--- src/design/u2u8_pkg.sv ---
// Shared types, constants and UTF-8 encoding helpers for the UTF-16/UTF-32 to UTF-8 transcoder.
// No dependencies; used by every module of the block.
package u2u8_pkg;

  typedef struct packed {
    logic [7:0] in_byte;
    logic       in_last;
  } in_item_t;

  typedef struct packed {
    logic [7:0] out_byte;
    logic       char_end;
    logic       stream_end;
  } out_item_t;

  // One decoded request: one or two code points, plus end-of-stream marker.
  typedef struct packed {
    logic [20:0] cp0;
    logic [20:0] cp1;
    logic        two;
    logic        last;
  } job_t;

  typedef enum logic [1:0] {
    MODE_U16LE = 2'd0,
    MODE_U16BE = 2'd1,
    MODE_U32LE = 2'd2,
    MODE_U32BE = 2'd3
  } mode_t;

  localparam logic [20:0] REPLACEMENT = 21'h00FFFD;
  localparam logic [20:0] SUPP_BASE   = 21'h010000;
  localparam logic [31:0] CP_MAX      = 32'h0010FFFF;
  localparam logic [15:0] BOM         = 16'hFEFF;
  localparam logic [15:0] SUR_FIRST   = 16'hD800;
  localparam logic [15:0] HIGH_LAST   = 16'hDBFF;
  localparam logic [15:0] LOW_FIRST   = 16'hDC00;
  localparam logic [15:0] SUR_LAST    = 16'hDFFF;

  function automatic logic [2:0] utf8_len(input logic [20:0] cp);
    logic [2:0] len;
    if (cp < 21'h000080) begin
      len = 3'd1;
    end else if (cp < 21'h000800) begin
      len = 3'd2;
    end else if (cp < 21'h010000) begin
      len = 3'd3;
    end else begin
      len = 3'd4;
    end
    return len;
  endfunction

  function automatic logic [7:0] utf8_byte(input logic [20:0] cp, input logic [2:0] len,
                                           input logic [1:0] idx);
    logic [7:0] b;
    unique case (len)
      3'd1: b = {1'b0, cp[6:0]};
      3'd2: b = (idx == 2'd0) ? {3'b110, cp[10:6]} : {2'b10, cp[5:0]};
      3'd3: begin
        unique case (idx)
          2'd0:    b = {4'b1110, cp[15:12]};
          2'd1:    b = {2'b10, cp[11:6]};
          default: b = {2'b10, cp[5:0]};
        endcase
      end
      default: begin
        unique case (idx)
          2'd0: b = {5'b11110, cp[20:18]};
          2'd1: b = {2'b10, cp[17:12]};
          2'd2: b = {2'b10, cp[11:6]};
          2'd3: b = {2'b10, cp[5:0]};
        endcase
      end
    endcase
    return b;
  endfunction

endpackage

--- src/design/u2u8_front.sv ---
// Front end: mode register, unit assembly, mark/surrogate handling; emits decode requests.
// Depends on u2u8_pkg.
module u2u8_front (
  input  logic               clk,
  input  logic               rst,
  input  logic               cfg_write,
  input  logic [1:0]         cfg_data,
  input  logic               accept,
  input  u2u8_pkg::in_item_t item,
  output u2u8_pkg::job_t     job,
  output logic               job_valid
);

  u2u8_pkg::mode_t mode;
  logic [1:0]  cnt, cnt_next;
  logic [23:0] bytes, bytes_next;
  logic        hp, hp_next;
  logic [9:0]  hb, hb_next;
  logic        start, start_next;

  logic        wide, little, mark;
  logic [7:0]  b;
  logic [15:0] u16;
  logic [31:0] u32;
  logic [20:0] cp0, cp1;
  logic [1:0]  nc;

  assign b      = item.in_byte;
  assign wide   = (mode == u2u8_pkg::MODE_U32LE) || (mode == u2u8_pkg::MODE_U32BE);
  assign little = (mode == u2u8_pkg::MODE_U16LE) || (mode == u2u8_pkg::MODE_U32LE);
  assign u16    = little ? {b, bytes[7:0]} : {bytes[7:0], b};
  assign u32    = little ? {b, bytes[7:0], bytes[15:8], bytes[23:16]} : {bytes, b};

  always_comb begin
    cnt_next   = cnt;
    bytes_next = bytes;
    hp_next    = hp;
    hb_next    = hb;
    start_next = start;
    cp0        = u2u8_pkg::REPLACEMENT;
    cp1        = u2u8_pkg::REPLACEMENT;
    nc         = 2'd0;
    mark       = 1'b0;
    if (!wide) begin
      if (cnt == 2'd0) begin
        bytes_next = {16'd0, b};
        cnt_next   = 2'd1;
      end else begin
        cnt_next   = 2'd0;
        bytes_next = 24'd0;
        if (start) begin
          start_next = 1'b0;
          mark       = (u16 == u2u8_pkg::BOM);
        end
        if (!mark) begin
          if (hp && u16 >= u2u8_pkg::LOW_FIRST && u16 <= u2u8_pkg::SUR_LAST) begin
            hp_next = 1'b0;
            hb_next = 10'd0;
            cp0     = u2u8_pkg::SUPP_BASE + {1'b0, hb, u16[9:0]};
            nc      = 2'd1;
          end else begin
            if (hp) begin
              // broken pair: replacement, then decode this unit on its own
              hp_next = 1'b0;
              hb_next = 10'd0;
              cp0     = u2u8_pkg::REPLACEMENT;
              nc      = 2'd1;
            end
            if (u16 < u2u8_pkg::SUR_FIRST || u16 > u2u8_pkg::SUR_LAST) begin
              if (nc == 2'd0) cp0 = {5'd0, u16};
              else            cp1 = {5'd0, u16};
              nc = nc + 2'd1;
            end else if (u16 > u2u8_pkg::HIGH_LAST) begin
              if (nc == 2'd0) cp0 = u2u8_pkg::REPLACEMENT;
              else            cp1 = u2u8_pkg::REPLACEMENT;
              nc = nc + 2'd1;
            end else begin
              hp_next = 1'b1;
              hb_next = u16[9:0];
            end
          end
        end
      end
    end else begin
      if (cnt != 2'd3) begin
        bytes_next = {bytes[15:0], b};
        cnt_next   = cnt + 2'd1;
      end else begin
        cnt_next   = 2'd0;
        bytes_next = 24'd0;
        hp_next    = 1'b0;
        hb_next    = 10'd0;
        if (start) begin
          start_next = 1'b0;
          mark       = (u32 == {16'd0, u2u8_pkg::BOM});
        end
        if (!mark) begin
          if (u32 <= u2u8_pkg::CP_MAX &&
              (u32 < {16'd0, u2u8_pkg::SUR_FIRST} || u32 > {16'd0, u2u8_pkg::SUR_LAST})) begin
            cp0 = u32[20:0];
          end else begin
            cp0 = u2u8_pkg::REPLACEMENT;
          end
          nc = 2'd1;
        end
      end
    end
    if (item.in_last) begin
      if (!wide && hp_next) begin
        if (nc == 2'd0) cp0 = u2u8_pkg::REPLACEMENT;
        else            cp1 = u2u8_pkg::REPLACEMENT;
        nc = nc + 2'd1;
      end
      if (cnt_next != 2'd0) begin
        if (nc == 2'd0) cp0 = u2u8_pkg::REPLACEMENT;
        else            cp1 = u2u8_pkg::REPLACEMENT;
        nc = nc + 2'd1;
      end
      cnt_next   = 2'd0;
      bytes_next = 24'd0;
      hp_next    = 1'b0;
      hb_next    = 10'd0;
      start_next = 1'b1;
    end
  end

  always_comb begin
    job.cp0   = cp0;
    job.cp1   = cp1;
    job.two   = (nc == 2'd2);
    job.last  = item.in_last;
    job_valid = (nc != 2'd0);
  end

  always_ff @(posedge clk) begin
    if (rst) begin
      mode  <= u2u8_pkg::MODE_U16LE;
      cnt   <= 2'd0;
      bytes <= 24'd0;
      hp    <= 1'b0;
      hb    <= 10'd0;
      start <= 1'b1;
    end else begin
      if (cfg_write) begin
        mode <= u2u8_pkg::mode_t'(cfg_data);
      end
      if (accept) begin
        cnt   <= cnt_next;
        bytes <= bytes_next;
        hp    <= hp_next;
        hb    <= hb_next;
        start <= start_next;
      end
    end
  end

`ifndef NO_ASSERTIONS
  // a pending high surrogate only lives in a UTF-16 stream that has started
  a_hp_not_at_start: assert property (@(posedge clk) disable iff (rst)
    hp |-> !start) else $error("high surrogate pending at stream start");
  // a last byte always leaves the stream state clean
  a_last_clears: assert property (@(posedge clk) disable iff (rst)
    accept && item.in_last |=> start && !hp && cnt == 2'd0)
    else $error("stream state not cleared after last byte");
`endif

endmodule

--- src/design/u2u8_queue.sv ---
// Short request queue between front end and encoder.
// Depends on u2u8_pkg for the request type.
module u2u8_queue #(
  parameter int DEPTH = 2
) (
  input  logic           clk,
  input  logic           rst,
  input  logic           wr,
  input  u2u8_pkg::job_t wr_data,
  output logic           full,
  input  logic           rd,
  output u2u8_pkg::job_t rd_data,
  output logic           empty
);

  localparam int PTR_W = (DEPTH > 1) ? $clog2(DEPTH) : 1;
  localparam int CNT_W = $clog2(DEPTH + 1);

  u2u8_pkg::job_t mem [DEPTH];
  logic [PTR_W-1:0] wr_ptr, rd_ptr;
  logic [CNT_W-1:0] count;

  assign full    = (count == CNT_W'(DEPTH));
  assign empty   = (count == '0);
  assign rd_data = mem[rd_ptr];

  always_ff @(posedge clk) begin
    if (wr) begin
      mem[wr_ptr] <= wr_data;
    end
  end

  always_ff @(posedge clk) begin
    if (rst) begin
      wr_ptr <= '0;
      rd_ptr <= '0;
      count  <= '0;
    end else begin
      if (wr) begin
        wr_ptr <= (wr_ptr == PTR_W'(DEPTH - 1)) ? '0 : wr_ptr + 1'b1;
      end
      if (rd) begin
        rd_ptr <= (rd_ptr == PTR_W'(DEPTH - 1)) ? '0 : rd_ptr + 1'b1;
      end
      if (wr && !rd) begin
        count <= count + 1'b1;
      end else if (rd && !wr) begin
        count <= count - 1'b1;
      end
    end
  end

`ifndef NO_ASSERTIONS
  a_no_overflow: assert property (@(posedge clk) disable iff (rst)
    wr |-> !full || rd) else $error("request queue overflow");
  a_no_underflow: assert property (@(posedge clk) disable iff (rst)
    rd |-> !empty) else $error("request queue underflow");
`endif

endmodule

--- src/design/u2u8_back.sv ---
// Encoder: queued code points to UTF-8, one byte per cycle while its output register is free.
// Depends on u2u8_pkg for types and the encoding helpers.
module u2u8_back (
  input  logic                clk,
  input  logic                rst,
  input  u2u8_pkg::job_t      job_in,
  input  logic                job_avail,
  output logic                job_take,
  output u2u8_pkg::out_item_t result,
  output logic                empty,
  input  logic                pop
);

  u2u8_pkg::job_t      cur;
  logic                cur_valid;
  logic                sel;
  logic [1:0]          idx;
  u2u8_pkg::out_item_t out_reg;
  logic                out_valid;

  logic [20:0] cp;
  logic [2:0]  len;
  logic [7:0]  ubyte;
  logic        char_end, last_cp, job_done, advance;

  always_comb begin
    cp       = sel ? cur.cp1 : cur.cp0;
    len      = u2u8_pkg::utf8_len(cp);
    ubyte    = u2u8_pkg::utf8_byte(cp, len, idx);
    char_end = ({1'b0, idx} == len - 3'd1);
    last_cp  = !cur.two || sel;
    job_done = char_end && last_cp;
    advance  = cur_valid && (!out_valid || pop);
    job_take = job_avail && (!cur_valid || (advance && job_done));
  end

  assign result = out_reg;
  assign empty  = !out_valid;

  always_ff @(posedge clk) begin
    if (advance) begin
      out_reg.out_byte   <= ubyte;
      out_reg.char_end   <= char_end;
      out_reg.stream_end <= job_done && cur.last;
    end
    if (job_take) begin
      cur <= job_in;
    end
  end

  always_ff @(posedge clk) begin
    if (rst) begin
      cur_valid <= 1'b0;
      sel       <= 1'b0;
      idx       <= 2'd0;
      out_valid <= 1'b0;
    end else begin
      if (advance) begin
        out_valid <= 1'b1;
      end else if (pop) begin
        out_valid <= 1'b0;
      end
      if (job_take) begin
        cur_valid <= 1'b1;
        sel       <= 1'b0;
        idx       <= 2'd0;
      end else if (advance) begin
        if (char_end) begin
          idx <= 2'd0;
          sel <= !job_done;
          if (job_done) begin
            cur_valid <= 1'b0;
          end
        end else begin
          idx <= idx + 2'd1;
        end
      end
    end
  end

`ifndef NO_ASSERTIONS
  a_end_on_char: assert property (@(posedge clk) disable iff (rst)
    !empty && result.stream_end |-> result.char_end)
    else $error("stream end flag off a character boundary");
  a_second_cp: assert property (@(posedge clk) disable iff (rst)
    cur_valid && sel |-> cur.two) else $error("second code point selected on single request");
`endif

endmodule

--- src/design/utf16_utf32_to_utf8_transcoder_core.sv ---
// UTF-16/UTF-32 to UTF-8 transcoder, top level. Raw bytes are pushed one per cycle whenever
// full is low; the front end assembles units, drops a leading byte order mark, pairs
// surrogates and queues one request, with up to two code points (replacement characters
// included), for each byte that yields output. The encoder drains that queue and delivers at
// most one UTF-8 byte per cycle while pop keeps its output register free; a byte of input
// can cause up to 6 output bytes, so the encoder can fall behind and full then holds the input
// back; the encoder's one-byte-per-cycle output register sets the rate.
// Depends on u2u8_pkg, u2u8_front, u2u8_queue, u2u8_back.
module utf16_utf32_to_utf8_transcoder_core #(
  parameter int QUEUE_DEPTH = 2
) (
  input  logic                clk,
  input  logic                rst,
  input  logic                cfg_write,
  input  logic [1:0]          cfg_data,
  input  logic                push,
  output logic                full,
  input  u2u8_pkg::in_item_t  item,
  output logic                empty,
  input  logic                pop,
  output u2u8_pkg::out_item_t result
);

  u2u8_pkg::job_t fr_job, q_job;
  logic           fr_valid, accept, q_empty, take;

  assign accept = push && !full;

  u2u8_front u_front (
    .clk       (clk),
    .rst       (rst),
    .cfg_write (cfg_write),
    .cfg_data  (cfg_data),
    .accept    (accept),
    .item      (item),
    .job       (fr_job),
    .job_valid (fr_valid)
  );

  u2u8_queue #(
    .DEPTH (QUEUE_DEPTH)
  ) u_queue (
    .clk     (clk),
    .rst     (rst),
    .wr      (accept && fr_valid),
    .wr_data (fr_job),
    .full    (full),
    .rd      (take),
    .rd_data (q_job),
    .empty   (q_empty)
  );

  u2u8_back u_back (
    .clk       (clk),
    .rst       (rst),
    .job_in    (q_job),
    .job_avail (!q_empty),
    .job_take  (take),
    .result    (result),
    .empty     (empty),
    .pop       (pop)
  );

endmodule
--- config.mk ---
export PLATFORM = sky130hd
export DESIGN_NAME = utf16_utf32_to_utf8_transcoder_core
export DESIGN_NICKNAME = d
export VERILOG_FILES = /design/src/design/u2u8_pkg.sv /design/src/design/u2u8_front.sv /design/src/design/u2u8_queue.sv /design/src/design/u2u8_back.sv /design/src/design/utf16_utf32_to_utf8_transcoder_core.sv
export SDC_FILE = /design/constraint.sdc
export NUM_CORES = 1
export LEC_CHECK = 0
export ABC_AREA = 1
export BUFFER_PORTS_ARGS = -buffer_cell sky130_fd_sc_hd__buf_4
export CORE_MARGIN = 5
export CORE_UTILIZATION = 56
export CTS_CLUSTER_DIAMETER = 200
export DETAILED_ROUTE_END_ITERATION = 16
export GPL_TIMING_DRIVEN = 0
export PLACE_DENSITY_LB_ADDON = 0.3
export SKIP_LAST_GASP = 1
export SLEW_MARGIN = 20
export SYNTH_ARGS = -nofsm -noshare
export SYNTH_HDL_FRONTEND = slang
export SYNTH_SLANG_ARGS = --single-unit
export TNS_END_PERCENT = 10
--- constraint.sdc ---
create_clock -name clk -period 4.4 [get_ports clk]
set_clock_uncertainty 0.1 [all_clocks]
set_input_delay 0.22 -clock clk [delete_from_list [all_inputs] [get_ports clk]]
set_output_delay 0.22 -clock clk [all_outputs]
set_load 0.05 [all_outputs]
---- Word level (Yosys, flattened, before mapping) ----
Memories as Yosys holds them, arrays and structs flattened. A register that Yosys moved wholly into a read port is not among the register bits.
Index checks and enable logic that the tools add are counted.
word-level totals
  flip-flop bits (word level) ............. 59
  RAM bits ................................ 88
  input port bits ......................... 16
  word-level logic and storage cells ...... 204
  memories kept ........................... 1
memory list
  memory       depth  width  read ports  clocked after memory_dff  write ports  line              text
  u_queue.mem  2      44     1           1                         1            u2u8_queue.sv:19  u2u8_pkg::job_t mem [DEPTH];
cells by class
  add/subtract/negate cells ............... 11
  magnitude comparators ................... 11
  equal/unequal tests ..................... 17
  multiplexer cells ....................... 100
  reductions and logical operators ........ 48
operators by type and width
  operator                                                      count
  two-way mux 21 bit                                            22
  two-way mux 10 bit                                            9
  two-way mux 16 bit                                            5
  two-way mux 24 bit                                            3
  two-way mux 2 bit                                             21
  == test 32 x 16 -> 1 bit, second input constant               1
  > comparator 16 bit, second input constant                    2
  > comparator 32 x 16 -> 1 bit, second input constant          1
  <= comparator 32 x 21 -> 1 bit, second input constant         1
  less-than comparator 32 x 16 -> 1 bit, second input constant  1
  two-way mux 32 bit                                            1
  case mux 8 bit (4 select lines)                               1
  two-way mux 1 bit                                             31
  case mux 8 bit (3 select lines)                               1
  adder 17 x 20 -> 21 bit, first input constant                 1
  less-than comparator 21 x 12 -> 1 bit, second input constant  1
  less-than comparator 21 x 17 -> 1 bit, second input constant  1
  less-than comparator 21 x 8 -> 1 bit, second input constant   1
  == test 16 bit, second input constant                         1
  greater-or-equal comparator 16 bit, second input constant     1
  <= comparator 16 bit, second input constant                   1
  less-than comparator 16 bit, second input constant            1
  zero test 2 bit                                               7
  case mux 7 bit (2 select lines)                               1
  23 further kinds                                              71

---- Depth between registers and ports, before layout ----
Gate-level depths: netlist of run 1.
  depth after elaboration ................. 29
  gate-level depth with buffers ........... 27

---- By module ----
A second synthesis of run 1 with hierarchy kept.
unflattened totals
  cells, all modules ...................... 1016
  area, all modules ....................... 9944.5 sq um
modules (own cells, without submodules)
  module                               times used  cells an instance  area an instance (sq um)  sequential area each (sq um)
  u2u8_queue                           1           170                3606.0                    2742.6
  u2u8_front                           1           554                3340.7                    800.8
  u2u8_back                            1           286                2970.3                    1721.7
  utf16_utf32_to_utf8_transcoder_core  1           6                  27.5                      0.0

---- Worst setup path after synthesis of run 1 ----
No wires, ideal clock.
  path type ............................... reg2reg
  start point ............................. reg u_front.mode[0]
  end point ............................... mem u_queue.mem[0][0] (netlist bit), enable pin
  arrival time ............................ 4.010 ns
  data required time ...................... 3.865 ns
  slack ................................... -0.146 ns
  cell stages (with the launch flop) ...... 22
  path buffers ............................ 2
  clock period less this slack ............ 4.546 ns
  path through ............................ dfxtp_1 > buf_6 > buf_8 > nand2_2 > nand2_2 > nor2_4 > nand4_2 > nand2_2 > inv_2 > nand2_1 > nand2_1 > nand2_1 > inv_1 > ha_1 > a21oi_1 > ha_1 > nor2_1 > nor2_1 > a21oi_1 > nand3_2 > nand2_1 > nor2_1
between the ends
  longest elaborated chain between the ends .. 20
  elaborated cells between the ends (all ways) .. 51
RTL lines
  element                                                   line                                       text
  start, declared                                           u2u8_front.sv:14                           u2u8_pkg::mode_t mode;
  start signal, assigned                                    u2u8_front.sv:137                          mode <= u2u8_pkg::MODE_U16LE;
  start signal, assigned                                    u2u8_front.sv:145                          mode <= u2u8_pkg::mode_t'(cfg_data);
  == test 2 bit or zero test 2 bit (tied branches)          u2u8_front.sv:29, u2u8_front.sv:30
  logical OR 1 bit                                          u2u8_front.sv:30                           assign little = (mode == u2u8_pkg::MODE_U16LE) || (mode == u2u8_pkg::MODE_U32LE);
  two-way mux 16 bit or two-way mux 32 bit (tied branches)  u2u8_front.sv:31, u2u8_front.sv:32
  > comparator 16 bit (tied with other cells)               u2u8_front.sv:73                           end else if (u16 > u2u8_pkg::HIGH_LAST) begin
  two-way mux 2 bit (tied with other cells)                 u2u8_front.sv:73
  two-way mux 2 bit (tied with other cells)                 u2u8_front.sv:69                           if (u16 < u2u8_pkg::SUR_FIRST || u16 > u2u8_pkg::SUR_LAST) begin
  two-way mux 2 bit (tied with other cells)                 u2u8_front.sv:56                           if (hp && u16 >= u2u8_pkg::LOW_FIRST && u16 <= u2u8_pkg::SUR_LAST) begin
  two-way mux 2 bit (tied with other cells)                 u2u8_front.sv:55                           if (!mark) begin
  [4 not listed]                                            --
  two-way mux 2 bit                                         u2u8_front.sv:108                          if (item.in_last) begin
  adder 2 x 1 -> 2 bit                                      u2u8_front.sv:117                          nc = nc + 2'd1;
  two-way mux 2 bit                                         u2u8_front.sv:114                          if (cnt_next != 2'd0) begin
  two-way mux 2 bit *                                       u2u8_front.sv:108
  nonzero test 2 bit *                                      u2u8_front.sv:132                          job_valid = (nc != 2'd0);
  logical AND 1 bit *                                       utf16_utf32_to_utf8_transcoder_core.sv:45  .wr (accept && fr_valid),
  two-way mux 1 bit *                                       u2u8_queue.sv:28                           if (wr) begin
  two-way mux 1 bit (implied by the code) *                 u2u8_queue.sv:29                           mem[wr_ptr] <= wr_data;
  end, declared                                             u2u8_queue.sv:19
Every way passes the cells marked *; elsewhere a longest branch is shown, timed or not. The select of a mux whose other input is x is not followed.

---- Worst setup path after layout of run 1 ----
  start point ............................. reg u_front.mode[0]
  end point ............................... reg u_queue.count[1]
between the ends
  longest elaborated chain between the ends .. 21
  elaborated cells between the ends (all ways) .. 54
RTL lines
  element                                                   line                                       text
  == test 2 bit or zero test 2 bit (tied branches)          u2u8_front.sv:29, u2u8_front.sv:30
  logical OR 1 bit                                          u2u8_front.sv:30
  two-way mux 16 bit or two-way mux 32 bit (tied branches)  u2u8_front.sv:31, u2u8_front.sv:32
  > comparator 16 bit (tied with other cells)               u2u8_front.sv:73
  two-way mux 2 bit (tied with other cells)                 u2u8_front.sv:73
  two-way mux 2 bit (tied with other cells)                 u2u8_front.sv:69
  two-way mux 2 bit (tied with other cells)                 u2u8_front.sv:56
  two-way mux 2 bit (tied with other cells)                 u2u8_front.sv:55
  [6 not listed]                                            --
  two-way mux 2 bit                                         u2u8_front.sv:114
  two-way mux 2 bit *                                       u2u8_front.sv:108
  nonzero test 2 bit *                                      u2u8_front.sv:132
  logical AND 1 bit *                                       utf16_utf32_to_utf8_transcoder_core.sv:45
  via u_queue.wr                                            u2u8_queue.sv:8                            input logic wr,
  zero test 1 bit                                           u2u8_queue.sv:47                           end else if (rd && !wr) begin
  logical AND 1 bit                                         u2u8_queue.sv:47
  nonzero test 2 bit (no line)                              --
  end signal, assigned                                      u2u8_queue.sv:46                           count <= count + 1'b1;
  end signal, assigned                                      u2u8_queue.sv:48                           count <= count - 1'b1;
  end, declared                                             u2u8_queue.sv:21                           logic [CNT_W-1:0] count;
Mark *: on every way through the listed nets, which the timed path passes. The rest lies on a longest branch. The select of a mux whose other input is x is not followed.
A chain may end at the register's enable or synchronous reset.

==> out/results.ini, run 1 <==
[outcome]
status=finished clean

[routing]
drt_iter0_markers=628
totalWireLength_mm=22.7
avgRoutedWirePerCell_um=17.6
ant_nets=0
vias_per_cell=5.43
drc=0
dr.pass1.iters=5
vias=7004

[grt]
track_usage=0.260
grt-ovfl-total=0
grt_pass1_vias=6700
grt_max_degree=41
antenna_found_initial=0
grt_pass1_wl_mm=35.7

[yosys]
syn_nets=1036
netlist_instances=1006
ys_seq_elements=176
synth.distinct_cells=50
syn_avg_cell_area_um2=8.70
synth_flop_cell=edfxtp_1
yosysWarnings=0
async_flop_share=0
synthesis.area_um2=8750
synth-edff-count=127
seq_area_frac_synth=0.548

[place]
place_hpwl_mm=17.5
routabilityCongestion=1.03
placed_area_um2=9280
io_buffers=26

[timing]
slew_headroom=0.425
finalCritPeriodShare=0.954
fmax_mhz=238
worstMarginPinSlew_ns=0.862
rsz0062_at_grt=no
hold_viol=0
setup_viol=0
slew_viol_final=0
layout_min_cycle_time_ns=4.20

[clock_tree]
cts_tree=built
cts-root-buf=clkbuf_16
cts_sinks=176
clkLatencyLatePin_ns=0.44
cts_buffer_depth=2
cts_setup_buffers=0
cts_buffers=17
htreeDepth=4
clk_pin_slew_worst_paths_ns=0.07

[worst_setup_path]
worst-setup-path-type=reg -> reg
rr_worst_depth=25
cp-start-kind=flip-flop
arrival_ns=4.42
end_kind=flip-flop
reg2reg_slack_ns=0.20
required_ns=4.62
startpoint=u_front.mode[0]
regToRegEndpoint=u_queue.count[1]
reg2reg_from=u_front.mode[0]
cp_max_fo=10

[worst_hold_path]
hold_path_depth=3
hp-start=rst
hold_path.class=in -> reg
hold-path-endpoint=u_front.start

[floorplan]
die_w_um=135
die_h_um=135
die-area_um2=18200
core-area_um2=15300
rows=45
io_pins=28
initial_core_util=0.573

[power_and_ir_drop]
peakVddDrop_uv=286
cellPowerDensity_nw_per_um2=515
p_leak_nw=3.92

[layout]
drive_gt1_frac=0.131
stdcell_area_um2=10100
area_delta_synth_final_pct=15.0
antenna_cells=0
regArea_um2=4790
fillers=1252
postLayoutCoreUtil=0.659
fin_nets=1097
multiInputGateArea_um2=3440

[run]
maxCapViolCount=0

## critical path, cell delays in order, from the launching register on
cell and delay (ns):
dfxtp_1 0.33, buf_6 0.15, clkbuf_4 0.20, o21ai_1 0.36
nand2_1 0.10, nor2_1 0.13, nand2_1 0.08, nor2_1 0.12
nand3_2 0.15, nand2_4 0.15, nand2_1 0.12, inv_1 0.07
ha_1 0.23, a21oi_1 0.15, ha_1 0.25, nor2_1 0.10
nor2_1 0.06, a21oi_2 0.17, nand3_2 0.13, nand2_2 0.12
inv_1 0.07, ha_1 0.30, a21oi_1 0.11, o21ai_0 0.11
o21ai_0 0.16, a21oi_1 0.05
## kinds of logic (layout without fill, tap and decap cells)
family | after synthesis | in the layout | synth area share
adders and majority gates | 14 | 14 | 0.0200
AOI/OAI and AO/OA | 166 | 166 | 0.114
muxes | 2 | 2 | 0.00229
xor gates and xnor gates | 4 | 4 | 0.00400
buffers and inverters | 129 | 203 | 0.0631
and+or+nand+nor | 515 | 515 | 0.248
DFF | 176 | 176 | 0.548
## state kept, by name, summed over array words and instances (netlist names)
name and cells:
u_back.result 10, u_back.sel 1, u_front.hp 1, u_back.out_valid 1, u_front.bytes 24, u_back.cur 39, u_front.start 1, u_front.cnt 2
u_queue.rd_ptr 1, u_back.cur_valid 1, u_queue.mem 78, u_queue.count 2, u_front.mode 2, u_queue.wr_ptr 1, u_front.hb 10, u_back.idx 2
## per-layer routing
layer  up-vias  GRT usage  share of wire
met5         -          0              0
met4         0      0.148          0.049
met3        66     0.0387          0.046
met2       221      0.466           0.53
met1      3242      0.295           0.38
li1       3475          -              -
## timing repair
item / CTS / global route
setup endpoints to repair: 1 / 38
hold buffers: 13 / 0
hold endpoints to repair: 13 / 0
resized for setup: 4 / 14
pin swaps: 0 / 1
## stage by stage
step           setup TNS, ns  hold WS (ns)  instances  setup WS [ns]  power (W)
2_1_floorplan              0         0.219       1006          0.503    0.00323
3_3_place_gp          -35.70         0.314       1243         -0.651    0.00361
3_5_place_dp         -0.0316         0.337       1246        -0.0316    0.00365
4_1_cts                    0         0.208       1291       0.000715    0.00520
5_1_grt                    0         0.291       1291        0.00131    0.00545
6_report                   0         0.225       1291          0.201    0.00518
## synth_stat cells, drive strengths merged (5+ instances only)
cell type / instances / area (um^2)
ha: 14 / 175
nand4: 8 / 56.3
buf: 14 / 120
o22ai: 11 / 68.8
o21a: 7 / 52.6
nand2: 380 / 1480
o31ai: 5 / 37.5
nor3: 8 / 56.3
edfxtp: 127 / 3810
inv: 89 / 334
o21ai: 57 / 304
clkbuf: 25 / 93.8
a21oi: 55 / 275
or2: 7 / 43.8
dfxtp: 49 / 981
nand3: 35 / 190
o211ai: 11 / 82.6
nor2: 75 / 329
## worst max path at each step
stage	endpoint	depth (start not counted)	slack (ns)
3_5_place_dp	u_queue.count[1]	25	-0.03
5_1_grt	u_queue.count[1]	25	0.001
3_3_place_gp	u_queue.mem[0][38]	20	-0.65
6_report	u_queue.count[1]	25	0.20
4_1_cts	u_queue.count[1]	25	0.0007
2_1_floorplan	u_queue.mem[0][0]	21	0.50
## where the power goes
group | internal (W) | switching [W] | total, W
Clock | 0.000863 | 0.000683 | 0.00155
Sequential | 0.00215 | 0.0000836 | 0.00224
Combinational | 0.000389 | 0.00101 | 0.00140
## final cells by class
type                            instances  share of cell area
Clock buffer                           21              0.0511
Timing Repair Buffer                   42              0.0383
Multi-Input combinational cell        701               0.342
Buffer                                 39              0.0215
Inverter                               90              0.0336
Tap cell                              211              0.0262
Clock inverter                         11              0.0106
Sequential cell                       176               0.476
## cells in the final DEF, fill, tap and decap left out, drive strengths merged, types with 13 or more instances in the layout
master,instances
nand2,380
edfxtp,127
inv,95
nor2,75
o21ai,57
a21oi,55
dfxtp,49
clkbuf,47
buf,42
nand3,35
ha,14
dlygate4sd3,13
(Power assumes the default switching activity.)
==> inputs of run 2 (changes only) <==
Settings changed: CTS_BUF_LIST from default to sky130_fd_sc_hd__clkbuf_16, MAX_ROUTING_LAYER from default to met4.
==> out/results.ini, run 2 (synthesis gave the netlist of run 1 again) <==
[outcome]
status=finished clean

[routing]
totalWireLength_mm=21.8  ; -4.2%
drt_iter0_markers=553  ; -12%
dr.pass1.iters=6  ; +1
vias_per_cell=5.42  ; -0.13%
ant_nets=0  ; unchanged
vias=7000  ; -0.057%
drc=0  ; unchanged
avgRoutedWirePerCell_um=16.9  ; -4.3%

[timing]
rsz0062_at_grt=no
slew_viol_final=0  ; unchanged
slew_headroom=0.457  ; +0.0318
finalCritPeriodShare=0.938  ; -0.0159
worstMarginPinSlew_ns=0.815  ; -0.0476 ns
fmax_mhz=242  ; +1.7%
hold_viol=0  ; unchanged
fin_setup_tns_ns=0  ; unchanged
fin_hold_ws_ns=0.223  ; -0.00257 ns
setup_viol=0  ; unchanged
layout_min_cycle_time_ns=4.13  ; -0.0700 ns

[run]
maxCapViolCount=0  ; unchanged

[layout]
largestRegisters=u_queue.mem x78, u_back.cur x39, u_front.bytes x24
area_delta_synth_final_pct=14.0
fillers=1244  ; -0.64%
drive_gt1_frac=0.128  ; -0.00290
final_common_cell=nand2_1
antenna_cells=0  ; unchanged
layout_common_cells=nand2_1 (357), edfxtp_1 (127), inv_1 (81)
stdcell_count=1292  ; +0.077%
regMostFlops=u_queue.mem
largest_reg_flops=78  ; unchanged
fin_nets=1098  ; +0.091%

[worst_setup_path]
required_ns=4.62  ; about the same
end_kind=flip-flop
cp-start-kind=flip-flop
crit_slowest_cell=dfxtp_1
cp.buffers_inverters=4  ; unchanged
cp_max_fo=10  ; unchanged
cp_slowest_stage_delay_ns=0.37  ; about the same
arrival_ns=4.35  ; -0.07 ns
crit_path_frequent_cell=nand2_1
cpLargestDelayFamily=simple AND/OR/NAND/NOR gates
cp_num_cells=25  ; unchanged
worst-setup-path-type=reg -> reg
rr_worst_depth=25  ; unchanged

[grt]
grt_max_degree=41  ; unchanged
antenna_found_initial=0  ; unchanged
grt_pass1_vias=6700  ; unchanged
grt-ovfl-total=0  ; unchanged
grt_pass1_wl_mm=34.7  ; -2.8%
track_usage=0.256  ; -0.00378

[worst_hold_path]
hold_path_depth=3  ; unchanged
hold_path.class=in -> reg

[floorplan]
initial_core_util=0.573  ; unchanged
die-area_um2=18200  ; unchanged
die_w_um=135  ; unchanged
core-area_um2=15300  ; unchanged
rows=45  ; unchanged
io_pins=28  ; unchanged
die_h_um=135  ; unchanged

[power_and_ir_drop]
p_leak_nw=3.88  ; -0.85%
p_sw_w=0.00174  ; -2.2%
switching_share=0.347  ; +0.00399
seq_power_share=0.446  ; +0.014
cellPowerDensity_nw_per_um2=502  ; -2.5%
power_frac_clock=0.276  ; -0.022
p_int_w=0.00327  ; -3.9%
peakVddDrop_uv=276  ; -3.8%
combPwrFrac=0.279  ; +0.009

[clock_tree]
cts_buffers=17  ; unchanged
cts_sinks=176  ; unchanged
clk_pin_slew_worst_paths_ns=0.07  ; about the same
cts_tree=built
clkLatencyLatePin_ns=0.43  ; about the same
cts_buffer_depth=2  ; unchanged
htreeDepth=4  ; unchanged
cts-root-buf=clkbuf_16

[place]
routabilityCongestion=0.971  ; -5.4%
place_hpwl_mm=17.0  ; -3.0%
io_buffers=26  ; unchanged
dp.cells=1246  ; unchanged

-- run 2: final timing paths --
kind,startpoint,endpoint,slack [ns]
setup / recovery,u_front.mode[0],u_queue.count[1],0.27
hold / removal,rst,u_front.start,0.22
setup reg to reg,u_front.mode[0],u_queue.count[1],0.27
hold reg to reg,u_front.bytes[21],u_front.bytes[21],0.37
-- run 2: worst register-to-register path: cells and delay by family, from the launching register on --
family | cells | cell delay [ns]
AOI/OAI and AO/OA | 7 | 1.01
DFF | 1 | 0.37
buffers and inverters | 4 | 0.47
and+or+nand+nor | 11 | 1.20
adders and majority gates | 3 | 0.86
-- run 2: power groups by stage --
stage | combinational, W | sequential (W) | clock (W)
2_1_floorplan | 0.000896 | 0.00233 | 0
3_3_place_gp | 0.00135 | 0.00227 | 0
3_5_place_dp | 0.00138 | 0.00227 | 0
4_1_cts | 0.00140 | 0.00223 | 0.00139
5_1_grt | 0.00156 | 0.00225 | 0.00147
6_report | 0.00140 | 0.00223 | 0.00138
-- run 2: what timing repair did --
action                                  4_1_cts  5_1_grt
hold buffers                                 13        0
resized for setup                             0       10
endpoints found under the setup margin        0       22
setup buffers                                 0        1
hold endpoints to repair                     13        0
-- run 2: area by class of cell --
class                           count  area, um^2  area share
Tap cell                          211         264      0.0265
Clock inverter                     15         108      0.0108
Inverter                           90         338      0.0339
Buffer                             39         216      0.0217
Sequential cell                   176        4790       0.481
Timing Repair Buffer               43         393      0.0394
Clock buffer                       17         425      0.0426
Multi-Input combinational cell    701        3440       0.345
-- run 2: layer usage --
layer / up-vias / part of all wire / global-route usage
met5: - / 0 / -
met4: 0 / 0.035 / 0.0963
met3: 52 / 0.050 / 0.0384
met2: 249 / 0.53 / 0.460
met1: 3222 / 0.39 / 0.289
li1: 3477 / - / -
-- run 2: through the flow --
| step | setup WS [ns] | utilization | power [W] | cell area, um^2 |
|---|---|---|---|---|
| 2_1_floorplan | 0.503 | - | 0.00323 | 8750 |
| 3_3_place_gp | -0.535 | 0.604 | 0.00362 | 9210 |
| 3_5_place_dp | 0.0949 | 0.608 | 0.00365 | 9280 |
| 4_1_cts | 0.0759 | 0.652 | 0.00502 | 9940 |
| 5_1_grt | 0.0104 | 0.654 | 0.00529 | 9980 |
| 6_report | 0.271 | 0.654 | 0.00501 | 9980 |
